### src/hw/rtl/lrfc_pkg.sv
// Shared types and codes for the log ring flush controller.
// No dependencies; imported by every module of the block.
`timescale 1ns / 1ps
`default_nettype none

package lrfc_pkg;

   // Operation codes carried by an input beat.
   typedef enum logic [1:0] {
      OP_LOG      = 2'd0,
      OP_POLL     = 2'd1,
      OP_FLUSH    = 2'd2,
      OP_COMPLETE = 2'd3
   } op_type;

   // Result kinds carried by an output beat.
   typedef enum logic [2:0] {
      KIND_GRANT   = 3'd0,
      KIND_ISSUED  = 3'd1,
      KIND_DROPPED = 3'd2,
      KIND_NONE    = 3'd3,
      KIND_ACK     = 3'd4
   } kind_type;

   // Configuration register indexes.
   typedef enum logic [1:0] {
      CSR_DISCARD_POLICY  = 2'd0,
      CSR_FLUSH_THRESHOLD = 2'd1,
      CSR_IDLE_TIMEOUT    = 2'd2,
      CSR_SENDER_PRESENT  = 2'd3
   } csr_index_type;

   localparam int CSR_DATA_WIDTH = 32;

   // Configuration register file contents.
   typedef struct packed {
      logic        discard_policy;
      logic [6:0]  flush_threshold;
      logic [31:0] idle_timeout;
      logic        sender_present;
   } cfg_type;

   // One result beat.
   typedef struct packed {
      kind_type   kind;
      logic       granted;
      logic [5:0] slot_index;
      logic [6:0] run_length;
      logic       last;
   } result_type;

endpackage

`default_nettype wire

### src/hw/rtl/lrfc_engine.sv
// Ring pointer state and the per-item decision logic of the flush controller.
// Depends on lrfc_pkg for the operation codes, result kinds and result struct.
`timescale 1ns / 1ps
`default_nettype none

module lrfc_engine #(
   parameter int RING_DEPTH = 64,
   parameter int TIME_WIDTH = 32
) (
   input  wire logic                clock,
   input  wire logic                reset,
   input  wire logic                fire,
   input  wire lrfc_pkg::op_type    op,
   input  wire logic [31:0]         now,
   input  wire logic [6:0]          done_entries,
   input  wire lrfc_pkg::cfg_type   cfg,
   output logic [1:0]               push_cnt,
   output lrfc_pkg::result_type     res0,
   output lrfc_pkg::result_type     res1
);
   import lrfc_pkg::*;

   localparam int PW = (RING_DEPTH > 1) ? $clog2(RING_DEPTH) : 1;
   localparam int CW = $clog2(RING_DEPTH + 1);
   localparam int TW = TIME_WIDTH;
   localparam int SW = (PW > 6) ? PW : 6;
   localparam int LW = (CW > 7) ? CW : 7;
   localparam int NW = (TW > 32) ? TW : 32;
   localparam logic [CW-1:0] DEPTH_C  = CW'(RING_DEPTH);
   localparam logic [CW:0]   DEPTH_C1 = (CW + 1)'(RING_DEPTH);

   typedef struct packed {
      logic [PW-1:0] wp;
      logic [PW-1:0] rp;
      logic [CW-1:0] vc;
      logic          busy;
   } ring_type;

   typedef struct packed {
      logic          ok;
      logic [PW-1:0] start;
      logic [CW-1:0] n;
      ring_type      st;
   } flush_type;

   ring_type      ring_ff, ring_in;
   logic [TW-1:0] last_time_ff, last_time_in;

   // Pointer advance with one wrap; the sum stays below twice the depth.
   function automatic logic [PW-1:0] ring_adv(input logic [PW-1:0] p,
                                               input logic [CW-1:0] n);
      logic [CW:0] sum;
      sum = (CW + 1)'(p) + (CW + 1)'(n);
      if (sum >= DEPTH_C1) begin
         sum = sum - DEPTH_C1;
      end
      return sum[PW-1:0];
   endfunction

   // One flush attempt: the contiguous run from the read pointer.
   function automatic flush_type try_flush(input ring_type s, input logic sender);
      flush_type     f;
      logic [CW-1:0] n_raw;
      f.ok    = !s.busy && (s.vc != '0);
      f.start = s.rp;
      f.st    = s;
      if (s.rp < s.wp) begin
         n_raw = CW'(s.wp) - CW'(s.rp);
      end else begin
         n_raw = DEPTH_C - CW'(s.rp);
      end
      f.n = (n_raw > s.vc) ? s.vc : n_raw;
      if (f.ok) begin
         if (sender) begin
            f.st.busy = 1'b1;
         end else begin
            f.st.rp = ring_adv(s.rp, f.n);
            f.st.vc = s.vc - f.n;
         end
      end
      return f;
   endfunction

   // Pack a result beat, masking the slot and length to the port widths.
   function automatic result_type make_res(input kind_type k, input logic g,
                                           input logic [PW-1:0] slot,
                                           input logic [CW-1:0] len);
      result_type    r;
      logic [SW-1:0] slot_x;
      logic [LW-1:0] len_x;
      slot_x       = SW'(slot);
      len_x        = LW'(len);
      r.kind       = k;
      r.granted    = g;
      r.slot_index = slot_x[5:0];
      r.run_length = len_x[6:0];
      r.last       = 1'b0;
      return r;
   endfunction

   logic [NW-1:0] now_x;
   logic [TW-1:0] now_t;
   logic [TW-1:0] idle_diff;
   logic          thr_hit;
   logic          idle_hit;
   flush_type     fl_a;
   flush_type     fl_b;
   ring_type      after_a;
   logic [LW-1:0] done_x;
   logic [CW-1:0] done_n;
   result_type    r0, r1;
   logic [1:0]    cnt;

   // Trigger conditions for the poll.
   always_comb begin
      now_x     = NW'(now);
      now_t     = now_x[TW-1:0];
      idle_diff = now_t - last_time_ff;
      thr_hit   = (cfg.flush_threshold != '0) &&
                  (LW'(ring_ff.vc) >= LW'(cfg.flush_threshold));
      idle_hit  = (cfg.idle_timeout != '0) &&
                  (NW'(idle_diff) > NW'(cfg.idle_timeout));
      done_x    = LW'(done_entries);
      done_n    = (done_x > LW'(ring_ff.vc)) ? ring_ff.vc : done_x[CW-1:0];
   end

   // The second poll flush sees the state left by the first.
   always_comb begin
      fl_a    = try_flush(ring_ff, cfg.sender_present);
      after_a = (thr_hit && fl_a.ok) ? fl_a.st : ring_ff;
      fl_b    = try_flush(after_a, cfg.sender_present);
   end

   // Decode the operation into the next state and up to two result beats.
   always_comb begin
      ring_in      = ring_ff;
      last_time_in = last_time_ff;
      r0           = make_res(KIND_NONE, 1'b0, '0, '0);
      r1           = make_res(KIND_NONE, 1'b0, '0, '0);
      cnt          = 2'd0;
      unique case (op)
         OP_LOG: begin
            last_time_in = now_t;
            cnt          = 2'd1;
            if (ring_ff.vc < DEPTH_C) begin
               r0         = make_res(KIND_GRANT, 1'b1, ring_ff.wp, '0);
               ring_in.wp = ring_adv(ring_ff.wp, CW'(1));
               ring_in.vc = ring_ff.vc + CW'(1);
            end else if (cfg.discard_policy) begin
               r0 = make_res(KIND_GRANT, 1'b0, '0, '0);
            end else begin
               r0         = make_res(KIND_GRANT, 1'b1, ring_ff.wp, '0);
               ring_in.wp = ring_adv(ring_ff.wp, CW'(1));
               ring_in.rp = ring_adv(ring_ff.rp, CW'(1));
            end
         end
         OP_POLL: begin
            if (thr_hit && fl_a.ok) begin
               r0      = make_res(cfg.sender_present ? KIND_ISSUED : KIND_DROPPED,
                                  1'b0, fl_a.start, fl_a.n);
               ring_in = fl_a.st;
               cnt     = 2'd1;
            end
            if (idle_hit && fl_b.ok) begin
               if (cnt == 2'd1) begin
                  r1  = make_res(cfg.sender_present ? KIND_ISSUED : KIND_DROPPED,
                                 1'b0, fl_b.start, fl_b.n);
                  cnt = 2'd2;
               end else begin
                  r0  = make_res(cfg.sender_present ? KIND_ISSUED : KIND_DROPPED,
                                 1'b0, fl_b.start, fl_b.n);
                  cnt = 2'd1;
               end
               ring_in = fl_b.st;
            end
         end
         OP_FLUSH: begin
            if (fl_a.ok) begin
               r0      = make_res(cfg.sender_present ? KIND_ISSUED : KIND_DROPPED,
                                  1'b0, fl_a.start, fl_a.n);
               ring_in = fl_a.st;
               cnt     = 2'd1;
            end
         end
         OP_COMPLETE: begin
            if (ring_ff.busy) begin
               r0           = make_res(KIND_ACK, 1'b0, ring_ff.rp, done_n);
               ring_in.rp   = ring_adv(ring_ff.rp, done_n);
               ring_in.vc   = ring_ff.vc - done_n;
               ring_in.busy = 1'b0;
               cnt          = 2'd1;
            end
         end
         default: begin
            cnt = 2'd0;
         end
      endcase
      // An item that did nothing still answers with one beat.
      if (cnt == 2'd0) begin
         cnt = 2'd1;
      end
      if (cnt == 2'd2) begin
         r1.last = 1'b1;
      end else begin
         r0.last = 1'b1;
      end
   end

   assign res0     = r0;
   assign res1     = r1;
   assign push_cnt = fire ? cnt : 2'd0;

   // State registers advance only when an item is processed.
   always_ff @(posedge clock) begin
      if (reset) begin
         ring_ff      <= '0;
         last_time_ff <= '0;
      end else if (fire) begin
         ring_ff      <= ring_in;
         last_time_ff <= last_time_in;
      end
   end

endmodule

`default_nettype wire

### src/hw/rtl/lrfc_result_fifo.sv
// Four-entry result queue that takes up to two beats a cycle and gives one while out_stall is low.
// Depends on lrfc_pkg for the result struct.
`timescale 1ns / 1ps
`default_nettype none

module lrfc_result_fifo (
   input  wire logic                 clock,
   input  wire logic                 reset,
   input  wire logic [1:0]           push_cnt,
   input  wire lrfc_pkg::result_type push0,
   input  wire lrfc_pkg::result_type push1,
   output logic                      room_two,
   output logic                      out_valid,
   input  wire logic                 out_stall,
   output lrfc_pkg::result_type      out_data
);
   import lrfc_pkg::*;

   result_type entries_ff [4];
   logic [1:0] wr_ptr_ff, wr_ptr_in;
   logic [1:0] rd_ptr_ff, rd_ptr_in;
   logic [2:0] count_ff, count_in;
   logic       pop;

   assign out_valid = (count_ff != 3'd0);
   assign out_data  = entries_ff[rd_ptr_ff];
   assign room_two  = (count_ff <= 3'd2);
   assign pop       = out_valid && !out_stall;

   // Pointer and occupancy bookkeeping.
   always_comb begin
      wr_ptr_in = wr_ptr_ff + push_cnt;
      rd_ptr_in = rd_ptr_ff + {1'b0, pop};
      count_in  = count_ff + {1'b0, push_cnt} - {2'b00, pop};
   end

   always_ff @(posedge clock) begin
      if (reset) begin
         wr_ptr_ff <= '0;
         rd_ptr_ff <= '0;
         count_ff  <= '0;
      end else begin
         wr_ptr_ff <= wr_ptr_in;
         rd_ptr_ff <= rd_ptr_in;
         count_ff  <= count_in;
      end
   end

   // Payload storage; no reset needed.
   always_ff @(posedge clock) begin
      if (push_cnt != 2'd0) begin
         entries_ff[wr_ptr_ff] <= push0;
      end
      if (push_cnt == 2'd2) begin
         entries_ff[wr_ptr_ff + 2'd1] <= push1;
      end
   end

endmodule

`default_nettype wire

### src/hw/rtl/log_ring_flush_controller_unit.sv
// Top level of the log ring flush controller: input register, configuration
// registers, decision engine and result queue. Depends on lrfc_pkg,
// lrfc_engine and lrfc_result_fifo.
//
// Usage:
//  - The req_ channel carries one item per beat: an operation (log, poll,
//    flush request, transfer completion), a timestamp and a completion count.
//  - The rsp_ channel returns one or two result beats per item, in order;
//    rsp_last marks the final beat of an item. Only a poll that fires both
//    the threshold and the idle trigger without a sender yields two beats.
//  - The csr_ port writes the four configuration registers; the user must
//    write them only while idle, as the block itself does not enforce it.
//  - Path: an accepted item is held in the input register, evaluated by the
//    engine and written to the result queue, which presents its result beats.
//  - Throughput: one item per cycle through a single decision pass while
//    req_stall is low; a two-beat item leaves the result port beat by beat.
//  - When rsp_stall is high, the result queue fills; once it cannot take
//    two more beats the input register holds and req_stall rises.
//  - Reset clears the ring state, the configuration, the input register
//    and the result queue.
`timescale 1ns / 1ps
`default_nettype none

module log_ring_flush_controller_unit #(
   parameter int RING_DEPTH = 64,
   parameter int TIME_WIDTH = 32
) (
   input  wire logic        clock,
   input  wire logic        reset,
   // Input channel
   input  wire logic        req_valid,
   output logic             req_stall,
   input  wire logic [1:0]  req_op,
   input  wire logic [31:0] req_now,
   input  wire logic [6:0]  req_completed_entries,
   // Result channel
   output logic             rsp_valid,
   input  wire logic        rsp_stall,
   output logic [2:0]       rsp_kind,
   output logic             rsp_granted,
   output logic [5:0]       rsp_slot_index,
   output logic [6:0]       rsp_run_length,
   output logic             rsp_last,
   // Configuration port
   input  wire logic        csr_wr_en,
   input  wire logic [1:0]  csr_index,
   input  wire logic [lrfc_pkg::CSR_DATA_WIDTH-1:0] csr_wdata
);
   import lrfc_pkg::*;

   cfg_type    cfg_ff;
   logic       in_valid_ff, in_valid_in;
   op_type     op_ff;
   logic [31:0] now_ff;
   logic [6:0] done_ff;
   logic       accept;
   logic       fire;
   logic       room_two;
   logic [1:0] push_cnt;
   result_type res0, res1;
   result_type head;

   // Input register: holds while the result queue lacks room.
   assign fire        = in_valid_ff && room_two;
   assign req_stall   = in_valid_ff && !room_two;
   assign accept      = req_valid && !req_stall;
   assign in_valid_in = accept || (in_valid_ff && !fire);

   always_ff @(posedge clock) begin
      if (reset) begin
         in_valid_ff <= 1'b0;
      end else begin
         in_valid_ff <= in_valid_in;
      end
   end

   always_ff @(posedge clock) begin
      if (accept) begin
         op_ff   <= op_type'(req_op);
         now_ff  <= req_now;
         done_ff <= req_completed_entries;
      end
   end

   // Configuration register writes.
   always_ff @(posedge clock) begin
      if (reset) begin
         cfg_ff <= '0;
      end else if (csr_wr_en) begin
         unique case (csr_index_type'(csr_index))
            CSR_DISCARD_POLICY:  cfg_ff.discard_policy  <= csr_wdata[0];
            CSR_FLUSH_THRESHOLD: cfg_ff.flush_threshold <= csr_wdata[6:0];
            CSR_IDLE_TIMEOUT:    cfg_ff.idle_timeout    <= csr_wdata;
            CSR_SENDER_PRESENT:  cfg_ff.sender_present  <= csr_wdata[0];
            default:             cfg_ff                 <= cfg_ff;
         endcase
      end
   end

   lrfc_engine #(
      .RING_DEPTH (RING_DEPTH),
      .TIME_WIDTH (TIME_WIDTH)
   ) u_engine (
      .clock        (clock),
      .reset        (reset),
      .fire         (fire),
      .op           (op_ff),
      .now          (now_ff),
      .done_entries (done_ff),
      .cfg          (cfg_ff),
      .push_cnt     (push_cnt),
      .res0         (res0),
      .res1         (res1)
   );

   lrfc_result_fifo u_result_fifo (
      .clock     (clock),
      .reset     (reset),
      .push_cnt  (push_cnt),
      .push0     (res0),
      .push1     (res1),
      .room_two  (room_two),
      .out_valid (rsp_valid),
      .out_stall (rsp_stall),
      .out_data  (head)
   );

   // Result beat fields.
   assign rsp_kind       = head.kind;
   assign rsp_granted    = head.granted;
   assign rsp_slot_index = head.slot_index;
   assign rsp_run_length = head.run_length;
   assign rsp_last       = head.last;

endmodule

`default_nettype wire

### config.mk
export PLATFORM = sky130hd
export DESIGN_NAME = log_ring_flush_controller_unit
export DESIGN_NICKNAME = d
export VERILOG_FILES = /design/src/hw/rtl/lrfc_pkg.sv /design/src/hw/rtl/lrfc_engine.sv /design/src/hw/rtl/lrfc_result_fifo.sv /design/src/hw/rtl/log_ring_flush_controller_unit.sv
export SDC_FILE = /design/constraint.sdc
export NUM_CORES = 1
export LEC_CHECK = 0
export BUFFER_PORTS_ARGS = -buffer_cell sky130_fd_sc_hd__buf_2
export CORE_MARGIN = 2
export CORE_UTILIZATION = 30
export CTS_CLUSTER_DIAMETER = 150
export DETAILED_ROUTE_END_ITERATION = 12
export PLACE_DENSITY = 0.53
export SLEW_MARGIN = 5
export SYNTH_ARGS = -nofsm -noshare
export SYNTH_HDL_FRONTEND = slang
export SYNTH_SLANG_ARGS = --single-unit
### constraint.sdc
create_clock -name clock -period 12.45 [get_ports clock]
set_input_delay 2.49 -clock clock [delete_from_list [all_inputs] [get_ports clock]]
set_output_delay 2.49 -clock clock [all_outputs]
set_load 0.01 [all_outputs]
Word-level counts from Yosys, hierarchy flattened:

Memory sizes are Yosys's and may differ from the RTL's. A register that Yosys moved wholly into a read port is not among the register bits.
Index checks and enable logic that the tools add are counted.

* $add $sub $neg: 24
* equal/unequal tests: 15
* multiplexer cells: 55
* shift-type cells: 0
* reductions and logical operators: 38
* multiply operators: 0
* bitwise logic cells: 1
* $lt $le $gt $ge: 14
* div/mod/pow operators: 0

Operator list (number)
* two-way mux 18 bit: 8
* two-way mux 14 bit: 6
* case mux 18 bit (4 select lines): 1
* case mux 13 bit (4 select lines): 1
* two-way mux 6 bit: 7
* two-way mux 7 bit: 6
* > comparator 32 bit: 1
* nonzero test 32 bit: 1
* subtractor 32 bit: 1
* two-way mux 15 bit: 2
* subtractor 6 x 1 -> 6 bit, second input constant: 5
* two-way mux 13 bit: 2
* adder 6 x 7 -> 8 bit: 3
* greater-or-equal comparator 8 x 7 -> 1 bit, second input constant: 3
* > comparator 7 bit: 3
* nonzero test 7 bit: 3
* subtractor 7 bit: 3
* case mux 6 bit (3 select lines): 1
* adder 6 x 1 -> 7 bit, second input constant: 2
* greater-or-equal comparator 7 bit, second input constant: 2
* two-way mux 2 bit: 7
* subtractor 6 x 6 -> 7 bit: 2
* subtractor 7 x 6 -> 7 bit, first input constant: 2
* equality test 2 bit, second input constant: 6
* other kinds (29): 69

* memories: 1
* register bits after elaboration: 142
* RAM bits: 72
* bits in latches: 0
* bits in read-only memories: 0
* input bits: 80

Memory list
* u_result_fifo.entries_ff: depth 4, bits a word 18, read ports 1, clocked after Yosys merged registers in 1, wr ports 2, line lrfc_result_fifo.sv:19 `result_type entries_ff [4];`

Logic depth before layout (Yosys ltp):

* depth after elaboration: 21
* mapped depth: 51

Cells and area by module:

Synthesis repeated with hierarchy kept, for this count alone.

* cells, all modules: 1666
* area total of the unflattened synthesis: 16000.3 um^2

By module, submodules not included
* lrfc_engine: area an instance 8989.9 um^2, sequential area each 1041.0 um^2, cells each 1225, times used 1
* lrfc_result_fifo: area an instance 3917.5 um^2, sequential area each 2302.2 um^2, cells each 223, times used 1
* log_ring_flush_controller_unit: area an instance 3093.0 um^2, sequential area each 2072.0 um^2, cells each 218, times used 1

Worst setup path after synthesis:

OpenSTA, ideal clock, no wires.

* kind: register to register
* from: register u_engine.ring_ff (netlist bit u_engine.fl_a[28])
* to: register u_engine.ring_ff[7] (netlist bit)
* library setup time: 0.062 ns
* clock period less this slack: 10.276 ns
* arrival time: 10.213 ns
* cell stages (with the launch flop): 49
* path buffers: 2
* path slack: 2.174 ns
* cells stage by stage: dfxtp_1 -> inv_1 -> ha_1 -> nor2b_1 -> o31ai_1 -> a21oi_1 -> o21ai_1 -> nor2_1 -> a21oi_1 -> ha_1 -> a211o_1 -> a21oi_1 -> a21oi_2 -> o21ai_0 -> ha_1 -> inv_1 -> fa_1 -> nor2b_1 -> [13 not listed] -> nor2b_1 -> o21ai_0 -> nand2b_1 -> a221oi_1 -> a41o_1 -> clkbuf_1 -> mux2_2 -> inv_1 -> ha_1 -> inv_1 -> fa_1 -> a21o_1 -> a21oi_1 -> o21bai_1 -> a21oi_1 -> xor2_1 -> or4b_1 -> nand3_1

* word-level cells in the longest chain between the ends: 19
* elaborated cells on any way between the ends: 29
* those cells by class: add/sub (8); order compare (5); mux (13); reduce/logical (3)

RTL lines
* from (decl): line lrfc_engine.sv:46 `ring_type ring_ff, ring_in;`
* from (signal assigned): line lrfc_engine.sv:219 `ring_ff <= ring_in;`
* subtractor 7 x 6 -> 7 bit (tied with other cells): line lrfc_engine.sv:70 `n_raw = DEPTH_C - CW'(s.rp);`
* two-way mux 7 bit: line lrfc_engine.sv:67 `if (s.rp < s.wp) begin`
* > comparator 7 bit: line lrfc_engine.sv:72 `f.n = (n_raw > s.vc) ? s.vc : n_raw;`
* two-way mux 7 bit: line lrfc_engine.sv:72
* adder 6 x 7 -> 8 bit: line lrfc_engine.sv:53 `sum = (CW + 1)'(p) + (CW + 1)'(n);`
* greater-or-equal comparator 8 x 7 -> 1 bit / subtractor 6 x 1 -> 6 bit (equally long branches): line lrfc_engine.sv:54, lrfc_engine.sv:55
* two-way mux 6 bit: line lrfc_engine.sv:54 `if (sum >= DEPTH_C1) begin`
* two-way mux 13 bit: line lrfc_engine.sv:74 `if (sender) begin`
* [3 not listed]
* two-way mux 7 bit: line lrfc_engine.sv:67
* > comparator 7 bit: line lrfc_engine.sv:72
* two-way mux 7 bit: line lrfc_engine.sv:72
* subtractor 7 bit: line lrfc_engine.sv:78 `f.st.vc = s.vc - f.n;`
* two-way mux 13 bit: line lrfc_engine.sv:74
* two-way mux 14 bit: line lrfc_engine.sv:73 `if (f.ok) begin`
* two-way mux 14 bit: line lrfc_engine.sv:164 `if (idle_hit && fl_b.ok) begin`
* case mux 13 bit (4 select lines) (*): line lrfc_engine.sv:141 `unique case (op)`

Mark *: on every way between the ends. The rest lies on a longest branch, timed or not. The select of a mux whose other input is x is not followed.
A chain may end at the register's enable or synchronous reset.

Worst setup path after layout:

Ends and elaborated chain as after synthesis.

==> summary.md <==
| Metric | Value |
|---|---|
| Status | `complete, no violations` |
| GR Util met2 | `30.4%` |
| Filler Cells Inserted | `5215` |
| Via/cell ratio | `5.15` |
| Count of final setup violators | `0` |
| DIE AREA | `52100 um2` |
| Vias | `12700` |
| RSZ-0062 raised after global routing | `no` |
| Post-route ant nets | `0` |
| Post-DP HPWL | `about 34000 um` |
| GP Congestion | `between 0.9 and 1` |
| Fin area | `approximately 17000 um2` |
| CTS buffer count | `26` |
| Worst skew pair latency | `roughly 0.57 ns` |
| CP endpoint kind | `flop` |
| Synth unique cells | `81` |
| Chip height | `228 um` |
| NetSw | `approximately 1.8 mW` |
| Chip Width | `~230 um` |
| Fmax | `88.0 MHz` |
| Worst Clk Skew | `0.0202 ns` |
| Area growth, synth to finish | `13.6%` |
| Register Area | `5340 um2` |
| CTS tree | `done` |
| Critical Path AT | `11.86 ns` |
| Post-synthesis register bit count | `214` |
| Final wirelength | `44900 um` |
| Hold-fix buffers at CTS | `0` |
| CP Class | `reg -> reg` |
| CP startpoint kind | `flop` |
| Slowest cell delay on critical path | `between 0.5 and 0.6 ns` |
| Final Slew Violations | `0` |
| Starting Density | `a little under a third` |
| H-tree Lvls | `1` |
| Avg Inst Size Synth | `8.87 um2` |
| Largest net degree at the start of global routing | `94` |
| Logic pwr share | `approximately 60%` |
| DR iter-0 viols | `between 800 and 900` |
| Synth Instances | `1700` |
| Max-Cap Viols | `0` |
| Share of cells above drive strength 1 | `12.1%` |
| Dpl cell area | `16200 um2` |
| Cell area after synthesis | `15100 um2` |
| Post-DR wirelength/cell | `18.2 um` |
| Vias in the first global route | `12800` |
| GRT met3 Usage | `2.65%` |
| Clock power frac | `18.8%` |
| Sequential share of power | `between 20% and 30%` |
| Setup TNS Final | `0 ns` |
| Drt pass-1 iters | `5` |
| GRT Total Usage | `17.0%` |
| CTS clk-pin slew, worst paths | `0.06 ns` |
| Period utilization | `between 90% and 100%` |
| Placeable Area | `49900 um2` |
| Internal power | `2.28 mW` |
| Number of hold violations in the final report | `0` |
| YS warnings | `0` |
| Dominant synthesized flop cell | `dfxtp_1` |
| Final worst slack | `1.09 ns` |
| Sequential area share after synthesis | `35.4%` |
| Sw frac | `44.6%` |
| EDFF count, synth | `105` |
| Pre-CTS WS | `0.621 ns` |
| Clk root buf | `clkbuf_16` |
| Worst min path class | `reg -> reg` |
| Initial antenna violation count | `4` |
| GR Layer Usage met1 | `20.8%` |
| Pwr dens | `240 nW/um2` |
| CP required | `12.95 ns` |
| Maximum clock insertion buffer count | `3` |
| Synth Net Count | `1939` |
| Slew headroom | `22.0%` |
| Num rows | `82` |
| Async SR Flop Fraction | `0%` |
| Number of remaining DRC errors | `0` |
| Crit path max fanout | `13` |
| Ports | `100` |
| CTS sink count | `214` |
| GR peak layer | `met2` |
| Peak VDD IR | `approximately 160 uV` |
| Worst-margin pin slew | `approximately 1.2 ns` |
| First-pass GRT wire length | `70900 um` |
| Multi-input gate area | `8890 um2` |
| LEAKAGE | `6.61 nW` |
| Min cycle time layout | `11.36 ns` |
| Number of I/O port buffers | `slightly below 100` |
| Critical path's slowest cell | `dfxtp_1` |
| Layout net count | `2009` |
| GRT overflow | `0` |
| Pwr Total | `4.11 mW` |
| N_diodes | `0` |
[cells in the final DEF, fill, tap and decap left out, types with 19 or more instances in the layout]
master     netlist  layout
a21o_1          36      36
a21oi_1        155     154
buf_2            2      98
clkbuf_16        0      27
dfxtp_1        109     108
edfxtp_1       105     105
ha_1           149     149
inv_1          153     153
mux2i_1         38      38
nand2_1        194     194
nand3_1         31      31
nor2_1         128     126
nor2b_1         27      26
nor3_1          19      19
o21ai_0         66      65
o22ai_1         60      60
xnor2_1         47      47
xor2_1          22      22
[repair_timing]
item,4_1_cts,5_1_grt
endpoints found under the hold margin,0,0
setup buffers,0,0
endpoints found under the setup margin,0,10
resized for setup,0,4
[layout make-up]
| cell class | instances | area share (%) |
|---|---|---|
| multi-input combinational | 1261 | 51.9 |
| sequential | 214 | 31.2 |
| tap | 672 | 4.91 |
| clock buffer | 33 | 4.25 |
| timing repair buffer | 114 | 3.57 |
| inverter | 153 | 3.35 |
| clock inverter | 15 | 0.833 |
[power by group through the flow]
stage | clock, mW | combinational (mW) | sequential (mW)
floorplan | 0 | 1.88 | 0.836
global placement | 0 | 2.42 | 0.875
detailed placement | 0 | 2.44 | 0.876
CTS | 0.795 | 2.45 | 0.861
global route | 0.818 | 2.74 | 0.869
finish | 0.774 | 2.48 | 0.860
[kinds of logic after synthesis]
family	Yosys count	share of synthesized area, %
flops	214	35.4
simple gates	518	16.3
fa+ha+maj	159	13.7
compound gates	449	18.9
mux	65	5.88
buf+inv	225	5.79
xor+xnor	70	4.12
[worst max-delay path: cells and delay by family, from the launching register on]
kind,cells,cell delay (ns)
AO/OA/AOI/OAI,20,4.93
XOR/XNOR,1,0.11
multiplexers,3,1.15
buffers and inverters,6,0.68
AND/OR/NAND/NOR,8,1.34
adder cells (fa/ha/maj),8,2.47
flip-flops,1,0.57
[metal layers]
metal  vias to the layer above  share of wire [%]
li1                       6295                  -
met5                         -               0.13
met4                         8                2.9
met1                      5968                 43
met3                        79                4.6
met2                       337                 49
[final timing paths]
path	startpoint	to	slack, ns	cells after the start
max	u_engine.fl_a[28]$_SDFFE_PP0P_	u_engine.ring_ff[7]$_SDFFE_PP0P_	1.09	46
min	u_engine.last_time_ff[13]$_SDFFE_PP0P_	u_engine.last_time_ff[13]$_SDFFE_PP0P_	0.45	2
max reg2reg	u_engine.fl_a[28]$_SDFFE_PP0P_	u_engine.ring_ff[7]$_SDFFE_PP0P_	1.09	46
min reg2reg	u_engine.last_time_ff[13]$_SDFFE_PP0P_	u_engine.last_time_ff[13]$_SDFFE_PP0P_	0.45	2
[synthesized netlist by cell type (all sizes together) (11+ instances only)]
cell     instances  area share (%)
nand2          196             4.9
a21oi          157             5.3
inv            153             3.8
ha             149              12
nor2           128             3.2
dfxtp          109              14
edfxtp         105              21
o21ai           73             2.4
clkbuf          64             1.6
o22ai           60             2.5
xnor2           48             2.8
mux2i           38             2.5
a21o            36             1.8
nand3           31             1.0
nor2b           27             1.1
xor2            22             1.3
nor4            20            0.91
nor3            19            0.63
mux4            18             2.7
nand4           17            0.71
and2            15            0.62
o21a            15            0.75
and3            12            0.50
nand2b          12            0.50
a2111oi         11            0.65
o21bai          11            0.55
[flip-flops by register name (all words and copies together) (netlist names)]
register / count
u_engine.last_time_ff: 32
u_result_fifo.wr_ptr_ff: 2
op_ff: 2
done_ff: 7
u_result_fifo.entries_ff: 72
u_result_fifo.count_ff: 3
u_engine.ring_ff: 8
u_engine.fl_a: 12
cfg_ff: 41
now_ff: 32
u_result_fifo.rd_ptr_ff: 2
in_valid_ff: 1
[through the flow]
stage	hold WS (ns)	std cells	utilization [%]
2_1_floorplan	0.436	1700	-
3_3_place_gp	0.441	2414	32.6
3_5_place_dp	0.446	2414	32.6
4_1_cts	0.455	2462	34.3
5_1_grt	0.474	2462	34.3
6_report	0.454	2462	34.3
Power figures use the tool's default switching activity.
